## src/rtl/wsts_pkg.sv

```systemverilog
package wsts_pkg;

	localparam int MAX_SERVERS = 16;
	localparam int SRV_BITS    = $clog2(MAX_SERVERS);
	localparam int CNT_BITS    = $clog2(MAX_SERVERS + 1);
	localparam int TIME_BITS   = 48;
	localparam int WEIGHT_BITS = 16;
	localparam int DUR_BITS    = 16;
	localparam int START_BITS  = 48;
	localparam int MODE_BITS   = 2;

	localparam logic [TIME_BITS-1:0] TIME_MAX = {TIME_BITS{1'b1}};

	// item kinds carried in tuser
	localparam logic [MODE_BITS-1:0] MODE_LOAD    = 2'd0;
	localparam logic [MODE_BITS-1:0] MODE_TASK    = 2'd1;
	localparam logic [MODE_BITS-1:0] MODE_RESTART = 2'd2;

	// register map
	localparam int                   ADDR_BITS     = 3;
	localparam logic                 REG_NUM_SERVERS = 1'b0;

	typedef struct packed {
		logic lt;
		logic eq;
	} cmp_res_t;

endpackage

```

## src/rtl/weighted_server_task_scheduler_top.sv

```systemverilog
// Load and restart items are accepted in ST_IDLE and complete there; a task item holds
// the input until its result is committed, with extra scans for the earliest finish time
// and a re-free pass when all servers are busy, and its commit may also wait on m_tready.
// The scans use one shared 48-bit comparator that visits one server per cycle.
// Asynchronous active-low reset clears time, task count, busy marks, finish
// times and the output; num_servers resets to 16; weights are not reset.
module weighted_server_task_scheduler_top
	import wsts_pkg::*;
(
	input  logic                 clk,
	input  logic                 arst_n,
	// configuration
	input  logic                 psel,
	input  logic                 penable,
	input  logic                 pwrite,
	input  logic [ADDR_BITS-1:0] paddr,
	input  logic [31:0]          pwdata,
	output logic [31:0]          prdata,
	output logic                 pready,
	// input stream
	input  logic                 s_tvalid,
	output logic                 s_tready,
	input  logic [39:0]          s_tdata,  // server_index[3:0], server_weight[19:4],
	                                       // task_duration[35:20], zero pad
	input  logic [MODE_BITS-1:0] s_tuser,  // mode
	// result stream
	output logic                 m_tvalid,
	input  logic                 m_tready,
	output logic [55:0]          m_tdata   // assigned_server[3:0], start_time[51:4], zero pad
);

	typedef enum logic [2:0] {
		ST_IDLE,
		ST_INIT,
		ST_FREE,
		ST_MINS,
		ST_JUMP,
		ST_REFREE,
		ST_PICK,
		ST_COMMIT
	} state_t;

	state_t                 state_q;
	logic [CNT_BITS-1:0]    num_servers_q;
	logic [WEIGHT_BITS-1:0] weight_q [MAX_SERVERS];
	logic [TIME_BITS-1:0]   finish_q [MAX_SERVERS];
	logic [MAX_SERVERS-1:0] busy_q;
	logic [TIME_BITS-1:0]   cur_time_q;
	logic [TIME_BITS-1:0]   task_cnt_q;
	logic [TIME_BITS-1:0]   earliest_q;
	logic [DUR_BITS-1:0]    dur_q;
	logic [SRV_BITS-1:0]    idx_q;
	logic [SRV_BITS-1:0]    last_q;
	logic [SRV_BITS-1:0]    best_q;
	logic                   found_q;
	logic                   any_free_q;
	logic                   m_valid_q;
	logic [SRV_BITS-1:0]    out_srv_q;
	logic [START_BITS-1:0]  out_time_q;

	logic                   in_xfer;
	logic                   cfg_wr;
	logic [SRV_BITS-1:0]    in_srv;
	logic [WEIGHT_BITS-1:0] in_weight;
	logic [DUR_BITS-1:0]    in_dur;
	logic [TIME_BITS-1:0]   opa;
	logic [TIME_BITS-1:0]   opb;
	cmp_res_t               cmp;
	logic                   le;
	logic                   at_last;
	logic                   out_free;
	logic [SRV_BITS-1:0]    last_idx;
	logic [TIME_BITS:0]     sum;
	logic [TIME_BITS-1:0]   finish_new;

	assign in_srv    = s_tdata[3:0];
	assign in_weight = s_tdata[19:4];
	assign in_dur    = s_tdata[35:20];

	assign s_tready = (state_q == ST_IDLE);
	assign in_xfer  = s_tvalid && s_tready;

	assign pready = 1'b1;
	assign cfg_wr = psel && penable && pwrite && (paddr[2] == REG_NUM_SERVERS);
	assign prdata = (paddr[2] == REG_NUM_SERVERS)
		? {{(32-CNT_BITS){1'b0}}, num_servers_q} : 32'd0;

	// active count clamped to 1..MAX_SERVERS, kept as last index
	always_comb begin
		if (num_servers_q == '0) begin
			last_idx = '0;
		end else if (num_servers_q > CNT_BITS'(MAX_SERVERS)) begin
			last_idx = SRV_BITS'(MAX_SERVERS - 1);
		end else begin
			last_idx = SRV_BITS'(num_servers_q - 1'b1);
		end
	end

	// operand select for the shared comparator
	always_comb begin
		opa = finish_q[idx_q];
		opb = cur_time_q;
		case (state_q)
			ST_INIT: begin
				opa = cur_time_q;
				opb = task_cnt_q;
			end
			ST_MINS: begin
				opb = earliest_q;
			end
			ST_JUMP: begin
				opa = cur_time_q;
				opb = earliest_q;
			end
			ST_PICK: begin
				opa = {{(TIME_BITS-WEIGHT_BITS){1'b0}}, weight_q[idx_q]};
				opb = {{(TIME_BITS-WEIGHT_BITS){1'b0}}, weight_q[best_q]};
			end
			default: begin
			end
		endcase
	end

	wsts_cmp u_cmp (
		.a   (opa),
		.b   (opb),
		.res (cmp)
	);

	assign le       = cmp.lt || cmp.eq;
	assign at_last  = (idx_q == last_q);
	assign out_free = !m_valid_q || m_tready;

	assign sum        = {1'b0, cur_time_q} + {{(TIME_BITS+1-DUR_BITS){1'b0}}, dur_q};
	assign finish_new = sum[TIME_BITS] ? TIME_MAX : sum[TIME_BITS-1:0];

	// weight store, no reset
	always_ff @(posedge clk) begin
		if (in_xfer && s_tuser == MODE_LOAD) begin
			weight_q[in_srv] <= in_weight;
		end
	end

	always_ff @(posedge clk or negedge arst_n) begin
		if (!arst_n) begin
			state_q       <= ST_IDLE;
			num_servers_q <= CNT_BITS'(MAX_SERVERS);
			for (int i = 0; i < MAX_SERVERS; i++) begin
				finish_q[i] <= '0;
			end
			busy_q     <= '0;
			cur_time_q <= '0;
			task_cnt_q <= '0;
			earliest_q <= '0;
			dur_q      <= '0;
			idx_q      <= '0;
			last_q     <= '0;
			best_q     <= '0;
			found_q    <= 1'b0;
			any_free_q <= 1'b0;
			m_valid_q  <= 1'b0;
			out_srv_q  <= '0;
			out_time_q <= '0;
		end else begin
			if (cfg_wr) begin
				num_servers_q <= pwdata[CNT_BITS-1:0];
			end
			if (state_q == ST_COMMIT && out_free) begin
				m_valid_q <= 1'b1;
			end else if (m_valid_q && m_tready) begin
				m_valid_q <= 1'b0;
			end

			case (state_q)
				ST_IDLE: begin
					if (in_xfer) begin
						if (s_tuser == MODE_RESTART) begin
							for (int i = 0; i < MAX_SERVERS; i++) begin
								finish_q[i] <= '0;
							end
							busy_q     <= '0;
							cur_time_q <= '0;
							task_cnt_q <= '0;
						end else if (s_tuser == MODE_TASK) begin
							dur_q   <= in_dur;
							last_q  <= last_idx;
							state_q <= ST_INIT;
						end
					end
				end
				ST_INIT: begin
					if (cmp.lt) begin
						cur_time_q <= task_cnt_q;
					end
					idx_q      <= '0;
					any_free_q <= 1'b0;
					state_q    <= ST_FREE;
				end
				ST_FREE: begin
					if (busy_q[idx_q] && le) begin
						busy_q[idx_q] <= 1'b0;
					end
					if (at_last) begin
						idx_q <= '0;
						if (any_free_q || !busy_q[idx_q] || le) begin
							found_q <= 1'b0;
							state_q <= ST_PICK;
						end else begin
							earliest_q <= TIME_MAX;
							state_q    <= ST_MINS;
						end
					end else begin
						idx_q <= idx_q + 1'b1;
						if (!busy_q[idx_q] || le) begin
							any_free_q <= 1'b1;
						end
					end
				end
				ST_MINS: begin
					if (cmp.lt) begin
						earliest_q <= finish_q[idx_q];
					end
					idx_q <= idx_q + 1'b1;
					if (at_last) begin
						state_q <= ST_JUMP;
					end
				end
				ST_JUMP: begin
					if (cmp.lt) begin
						cur_time_q <= earliest_q;
					end
					idx_q   <= '0;
					state_q <= ST_REFREE;
				end
				ST_REFREE: begin
					if (le) begin
						busy_q[idx_q] <= 1'b0;
					end
					if (at_last) begin
						idx_q   <= '0;
						found_q <= 1'b0;
						state_q <= ST_PICK;
					end else begin
						idx_q <= idx_q + 1'b1;
					end
				end
				ST_PICK: begin
					if (!busy_q[idx_q] && (!found_q || cmp.lt)) begin
						best_q  <= idx_q;
						found_q <= 1'b1;
					end
					idx_q <= idx_q + 1'b1;
					if (at_last) begin
						state_q <= ST_COMMIT;
					end
				end
				ST_COMMIT: begin
					if (out_free) begin
						busy_q[best_q]   <= 1'b1;
						finish_q[best_q] <= finish_new;
						out_srv_q        <= best_q;
						out_time_q       <= cur_time_q[START_BITS-1:0];
						if (task_cnt_q != TIME_MAX) begin
							task_cnt_q <= task_cnt_q + 1'b1;
						end
						state_q <= ST_IDLE;
					end
				end
				default: begin
					state_q <= ST_IDLE;
				end
			endcase
		end
	end

	assign m_tvalid = m_valid_q;
	assign m_tdata  = {{(56-START_BITS-SRV_BITS){1'b0}}, out_time_q, out_srv_q};

endmodule

```

## src/rtl/wsts_cmp.sv

```systemverilog
module wsts_cmp
	import wsts_pkg::*;
(
	input  logic [TIME_BITS-1:0] a,
	input  logic [TIME_BITS-1:0] b,
	output cmp_res_t             res
);

	always_comb begin
		res.lt = (a < b);
		res.eq = (a == b);
	end

endmodule
```

## config.mk

```make
export PLATFORM = sky130hd
export DESIGN_NAME = weighted_server_task_scheduler_top
export DESIGN_NICKNAME = d
export VERILOG_FILES = /design/src/rtl/wsts_pkg.sv /design/src/rtl/weighted_server_task_scheduler_top.sv /design/src/rtl/wsts_cmp.sv
export SDC_FILE = /design/constraint.sdc
export NUM_CORES = 2
export LEC_CHECK = 0
export ABC_AREA = 1
export BUFFER_PORTS_ARGS = -buffer_cell sky130_fd_sc_hd__buf_2
export CORE_MARGIN = 8
export CORE_UTILIZATION = 57
export DETAILED_ROUTE_END_ITERATION = 10
export MAX_ROUTING_LAYER = met4
export PLACE_DENSITY = 0.76
export SLEW_MARGIN = 10
export SYNTH_ARGS = -nofsm -noshare
export SYNTH_HDL_FRONTEND = slang
export SYNTH_HIERARCHICAL = 1
export SYNTH_SLANG_ARGS = --single-unit
```

## constraint.sdc

```tcl
create_clock -name clk -period 3.7 [get_ports clk]
set_input_delay 0 -clock clk [delete_from_list [all_inputs] [get_ports clk]]
set_output_delay 0 -clock clk [all_outputs]
set_load 0.005 [all_outputs]
```

Word level (Yosys, flattened, before mapping)
Memories as Yosys holds them, arrays and structs flattened. Index checks and enable logic that the tools add are counted.

Input bits: 84. Register bits: 1019. Memories: 1. Output and inout bits: 91. Word-level logic and storage cells: 195. Memory bits (writable): 256.

Memories: weight_q (words 16, width 16, rd ports 2, clocked after Yosys merged registers in 0, wr ports 1, RTL line weighted_server_task_scheduler_top.sv:45) `logic [WEIGHT_BITS-1:0] weight_q [MAX_SERVERS];`.

Bitwise operators: 7. Mux-type cells: 64. Magnitude comparators: 9. $add $sub $neg: 4. Reductions and logical operators: 47. Equal/unequal tests: 32.

Operators with widths (count): two-way mux 768 bit (3); one-hot mux 768 bit (2 select lines) (1); bitwise mux 768 bit (1); two-way mux 48 bit (13); one-hot mux 48 bit (2 select lines) (3); one-hot mux 48 bit (3 select lines) (2); binary-select mux 48 bit (select 4 bit) (1); demux 48 bit (select 4 bit) (1); two-way mux 16 bit (5); one-hot mux 16 bit (4 select lines) (1); adder 48 x 16 -> 49 bit (1); adder 48 x 1 -> 48 bit, second input constant (1); equality test 48 bit (1); < comparator 48 bit (1); inequality test 48 bit, second input constant (1); inequality test 2 bit, second input constant (16); two-way mux 3 bit (9); one-hot mux 3 bit (8 select lines) (1); bitwise AND 16 bit (1); NOT 16 bit (1); OR 16 bit (1); AND reduction 5 bit (3); two-way mux 1 bit (13); equality test 3 bit, second input constant (4); 37 further kinds (78).

Depth between registers and ports, before layout
Depth after elaboration: 11. Mapped depth: 33. Gate-level depth less buffers: 27.

By module
The synthesis kept the hierarchy.

By module, submodules not included: weighted_server_task_scheduler_top (instances 1, sequential area each 33188.1 um^2, area an instance 65270.1 um^2, cells each 8603); wsts_cmp (instances 1, sequential area each 0.0 um^2, area an instance 1343.8 um^2, cells each 220).

Least setup slack after synthesis
OpenSTA, ideal clock, no wires.

Path kind: reg-to-reg. From: register state_q[0]. To: register earliest_q[37]. Arrival time: 3.775 ns. Path slack: -0.192 ns. Path buffers: 5. Cell stages (with the launch flop): 29. Library setup time: 0.117 ns. Path through: dfrtp_1 -> inv_1 -> ha_1 -> buf_2 -> nand2_1 -> nand2_1 -> nor2_1 -> clkbuf_1 -> clkbuf_1 -> nand2_1 -> nand2_1 -> inv_1 -> ha_1 -> nand2_1 -> nor2_2 -> nand2_2 -> nor2_2 -> nand2_1 -> a21oi_2 -> nor2_1 -> or2_2 -> inv_1 -> nand3_1 -> nand2_1 -> nand2_1 -> buf_4 -> buf_2 -> nand2_1 -> nand2_1.

RTL lines: start, declared (RTL line weighted_server_task_scheduler_top.sv:43) `state_t state_q;`; start signal, assigned (RTL line weighted_server_task_scheduler_top.sv:146) `state_q <= ST_IDLE;`; start signal, assigned (RTL line weighted_server_task_scheduler_top.sv:187) `state_q <= ST_INIT;`; start signal, assigned (RTL line weighted_server_task_scheduler_top.sv:197) `state_q <= ST_FREE;`; end signal, assigned (RTL line weighted_server_task_scheduler_top.sv:221) `earliest_q <= finish_q[idx_q];`; end, declared (RTL line weighted_server_task_scheduler_top.sv:50) `logic [TIME_BITS-1:0] earliest_q;`.

==> impl_metrics.toml <==
[run_status]
status = "complete, but fails checks"
violations = "setup timing"

[finish]
layout_commonest_cell = "nand2_1"
syn2layout_area_growth_pct = 17.6
seq_area_mm2 = 0.0332
multi_input_area_mm2 = 0.0293
drive_gt1_share_pct = 12.2
finalNonFillerCells = 10800
nFillCells = 9491
final_area_mm2 = 0.0783
nNetsFinal = 9286
mostFrequentLayoutCells = "nand2_1, dfrtp_1, o21ai_0, nor2_1, inv_1"

[die]
core-area_mm2 = 0.116
num_io_pins = 175
dieWidth_um = 358
fp-row-count = 125
die_y_um = 358
start_util_pct = 57.4
dieArea_mm2 = 0.128

[clock_tree]
clkTransAtPathRegs_ns = 0.06
clockBufferDepth = 3
ctsHtreeMaxLevel = 4
cts_num_sinks = 1275
cts_tree = "done"
clock-root-buffer = "clkbuf_16"
clock_latency_ns = 0.80
cts_buffers = 140

[power_and_ir_drop]
intPower_mw = 37.6
swShare_pct = 46.8
max-vdd-ir-drop_mv = 0.837
seqPwrFrac_pct = 25.4
p_comb_share_pct = 53.8
p_switching_mw = 33.1
clkPwrFrac_pct = 20.8
pwr_density_cell_mw_per_mm2 = 902
p_leak_nw = 39.1

[synthesis]
ys_seq_elements = 1275
synth-compound-area-share_pct = 11.7
synthTopCellsByArea = "dfrtp_1, nand2_1, edfxtp_1, o21ai_0, nor2_1"
avgSynthCellArea_um2 = 7.55
yosys_warnings = 6
muxShareOfSynthArea_pct = 0.270
ys_seq_area_share_pct = 49.8
synth_cell_types = 56
synth_area_mm2 = 0.0666
ys_async_sr_fraction_pct = 79.9
syn_inst = 8823
synth_top_area_cell = "dfrtp_1"
synthAdderAreaFrac_pct = 1.42
synthFlopType = "dfrtp_1"
synth_top_family_by_area = "simple AND/OR/NAND/NOR gates"
synth_top_area_share_pct = 38.2
synth_xor_area_share_pct = 0.486
synth_edf_count = 256
synth-simple-area-share_pct = 29.3

[sta]
clock_skew_ns = 0.0365
post-route-worst-setup-slack_ns = -0.466
worstMarginPinSlew_ns = 1.12
hold_violations = 0
slew_headroom_pct = 25.3
max_freq_ghz = 0.240
slew_viol_final = 0
min_period_ns = 4.17
setup_viol = 119
fin_crit_sh_pct = 113
rsz0062_at_grt = "true"

[global_routing]
overflow = 0
grt_use_total_pct = 39.8
grt_max_degree = 123
first_global_vias = 63200
antenna_found_initial = 4
grt_pass1_wl_mm = 380

[detailed_routing]
vias = 65300
drt_iter0_drc = 9279
drt-wirelength-per-cell_um = 23.4
dr.pass1.iters = 7
drc = 0
ant_nets = 0
viasPerCell = 6.07
wirelength_mm = 252

[critical_path]
crit_path_end_kind = "register"
critPathRequiredTime_ns = 4.37
cp_max_fo = 19
crit_type = "reg2reg"
critPathLaunchType = "register"
crit_buf_inv = 6
critPathTopFamily = "simple AND/OR/NAND/NOR gates"
critPathArrivalTime_ns = 4.83
crit_path_top_delay_cell = "dfrtp_4"
critPathMaxStageDelay_ns = 0.50
cpMostUsedCell = "nand2_1"

[placed_design]
gp_congestion = 1.03
postPlaceCellArea_mm2 = 0.0722
io_buffers = 109
place_inst = 10400
dp_hpwl_mm = 160

[job]
maxCapViolations = 0

[hold_path]
hold_path_class = "in2reg"
Yosys cell counts (3+ instances only):
cell type / count
nor2_1: 707
buf_2: 159
nand3_2: 27
a22oi_1: 45
a21oi_2: 7
nand4_2: 3
o21ai_0: 937
buf_4: 66
nand2_1: 3651
nor2_2: 11
clkbuf_1: 296
nand3_1: 259
mux2_2: 16
ha_1: 74
inv_2: 25
o21ai_2: 3
nand2_8: 9
nor3_2: 5
buf_8: 4
o221ai_1: 18
buf_6: 8
dfrtp_1: 1018
a21o_1: 3
nand3b_1: 7
nor2_4: 5
nor3_1: 51
nand4_1: 70
o22ai_1: 189
inv_1: 493
edfxtp_1: 256
o21ai_1: 15
a21oi_1: 224
nand2_2: 47
or2_2: 4
xor2_1: 37
buf_1: 46
tightest hold or removal path: cells and delay by family:
kind	cells	cell delay [ns]
buffers and inverters	2	0.68
multiplexers	1	0.16
per-layer routing:
layer / vias to the layer above / wire (µm) / track usage, %
met2: 4544 / 107000 / 57.4
met4: 0 / 19200 / 24.9
met3: 1135 / 32200 / 9.33
li1: 28900 / - / -
met1: 30800 / 93300 / 50.9
met5: - / 0 / -
cells by family (layout without fill, tap and decap cells):
| logic type | Yosys count | after routing |
|---|---|---|
| buffers and inverters | 1099 | 1487 |
| XOR/XNOR | 37 | 37 |
| adder cells (fa/ha/maj) | 75 | 75 |
| other | 2 | 35 |
| AO/OA/AOI/OAI | 1453 | 1453 |
| AND/OR/NAND/NOR | 4866 | 4866 |
| flip-flops | 1275 | 1275 |
| multiplexers | 16 | 16 |
stage by stage:
step / TNS (ns) / power (mW) / utilization [%] / hold slack [ns] / setup slack, ns
4_1_cts: -25.50 / 69.1 / 67.3 / 0.0236 / -0.365
2_1_floorplan: 0 / 38.3 / - / -0.296 / 0.00431
5_1_grt: -58.33 / 73.9 / 67.5 / 0.0521 / -0.615
3_5_place_dp: -42.35 / 53.4 / 62.2 / 0.0594 / -0.483
3_3_place_gp: -38.05 / 53.0 / 62.2 / 0.0540 / -0.425
6_report: -41.57 / 70.7 / 67.5 / 0.0820 / -0.466
timing repair:
item	4_1_cts	5_1_grt
pin swaps	4	22
endpoints found under the hold margin	1558	0
resized for setup	64	76
setup buffers	8	4
setup endpoints to repair	119	195
hold buffers	69	0
cloned	8	1
sequential cells by signal, summed over array words and instances (netlist names):
register / flops
weight_q: 256
out_srv_q: 4
task_cnt_q: 48
m_tvalid: 1
state_q: 3
earliest_q: 48
last_q: 4
found_q: 1
idx_q: 4
any_free_q: 1
best_q: 4
busy_q: 16
num_servers_q: 5
cur_time_q: 48
out_time_q: 48
finish_q: 768
dur_q: 16
final timing paths:
check                                   start            end  slack (ns)  cells after the start
worst max-delay path                 idx_q[0]      busy_q[7]       -0.47                     25
worst min-delay path              s_tdata[20]       dur_q[0]        0.08                      3
worst max register to register       idx_q[0]      busy_q[7]       -0.47                     25
worst min register to register  finish_q[344]  finish_q[344]        0.47                      2
max in group asynchronous              arst_n    finish_q[1]        2.38                      4
min in group asynchronous              arst_n  finish_q[132]        0.55                      4
power by group through the flow:
| stage | Clock, mW | Combinational, mW | Sequential (mW) |
|---|---|---|---|
| floorplan | 0 | 20.8 | 17.5 |
| global placement | 0 | 35.0 | 18.1 |
| detailed placement | 0 | 35.3 | 18.1 |
| CTS | 14.7 | 36.5 | 17.9 |
| global route | 15.3 | 40.5 | 18.1 |
| finish | 14.7 | 38.0 | 17.9 |
cell type report:
type                            count  area share [%]
Clock buffer                      201            5.26
Clock inverter                     55           0.882
Multi-Input combinational cell   6479            37.4
Antenna cell                        3         0.00958
Sequential cell                  1275            42.4
Timing Repair inverter              2          0.0224
Inverter                          519            2.53
Timing Repair Buffer              710            9.13
Tap cell                         1524            2.43
No activity file was read; power rests on OpenSTA's default activity.
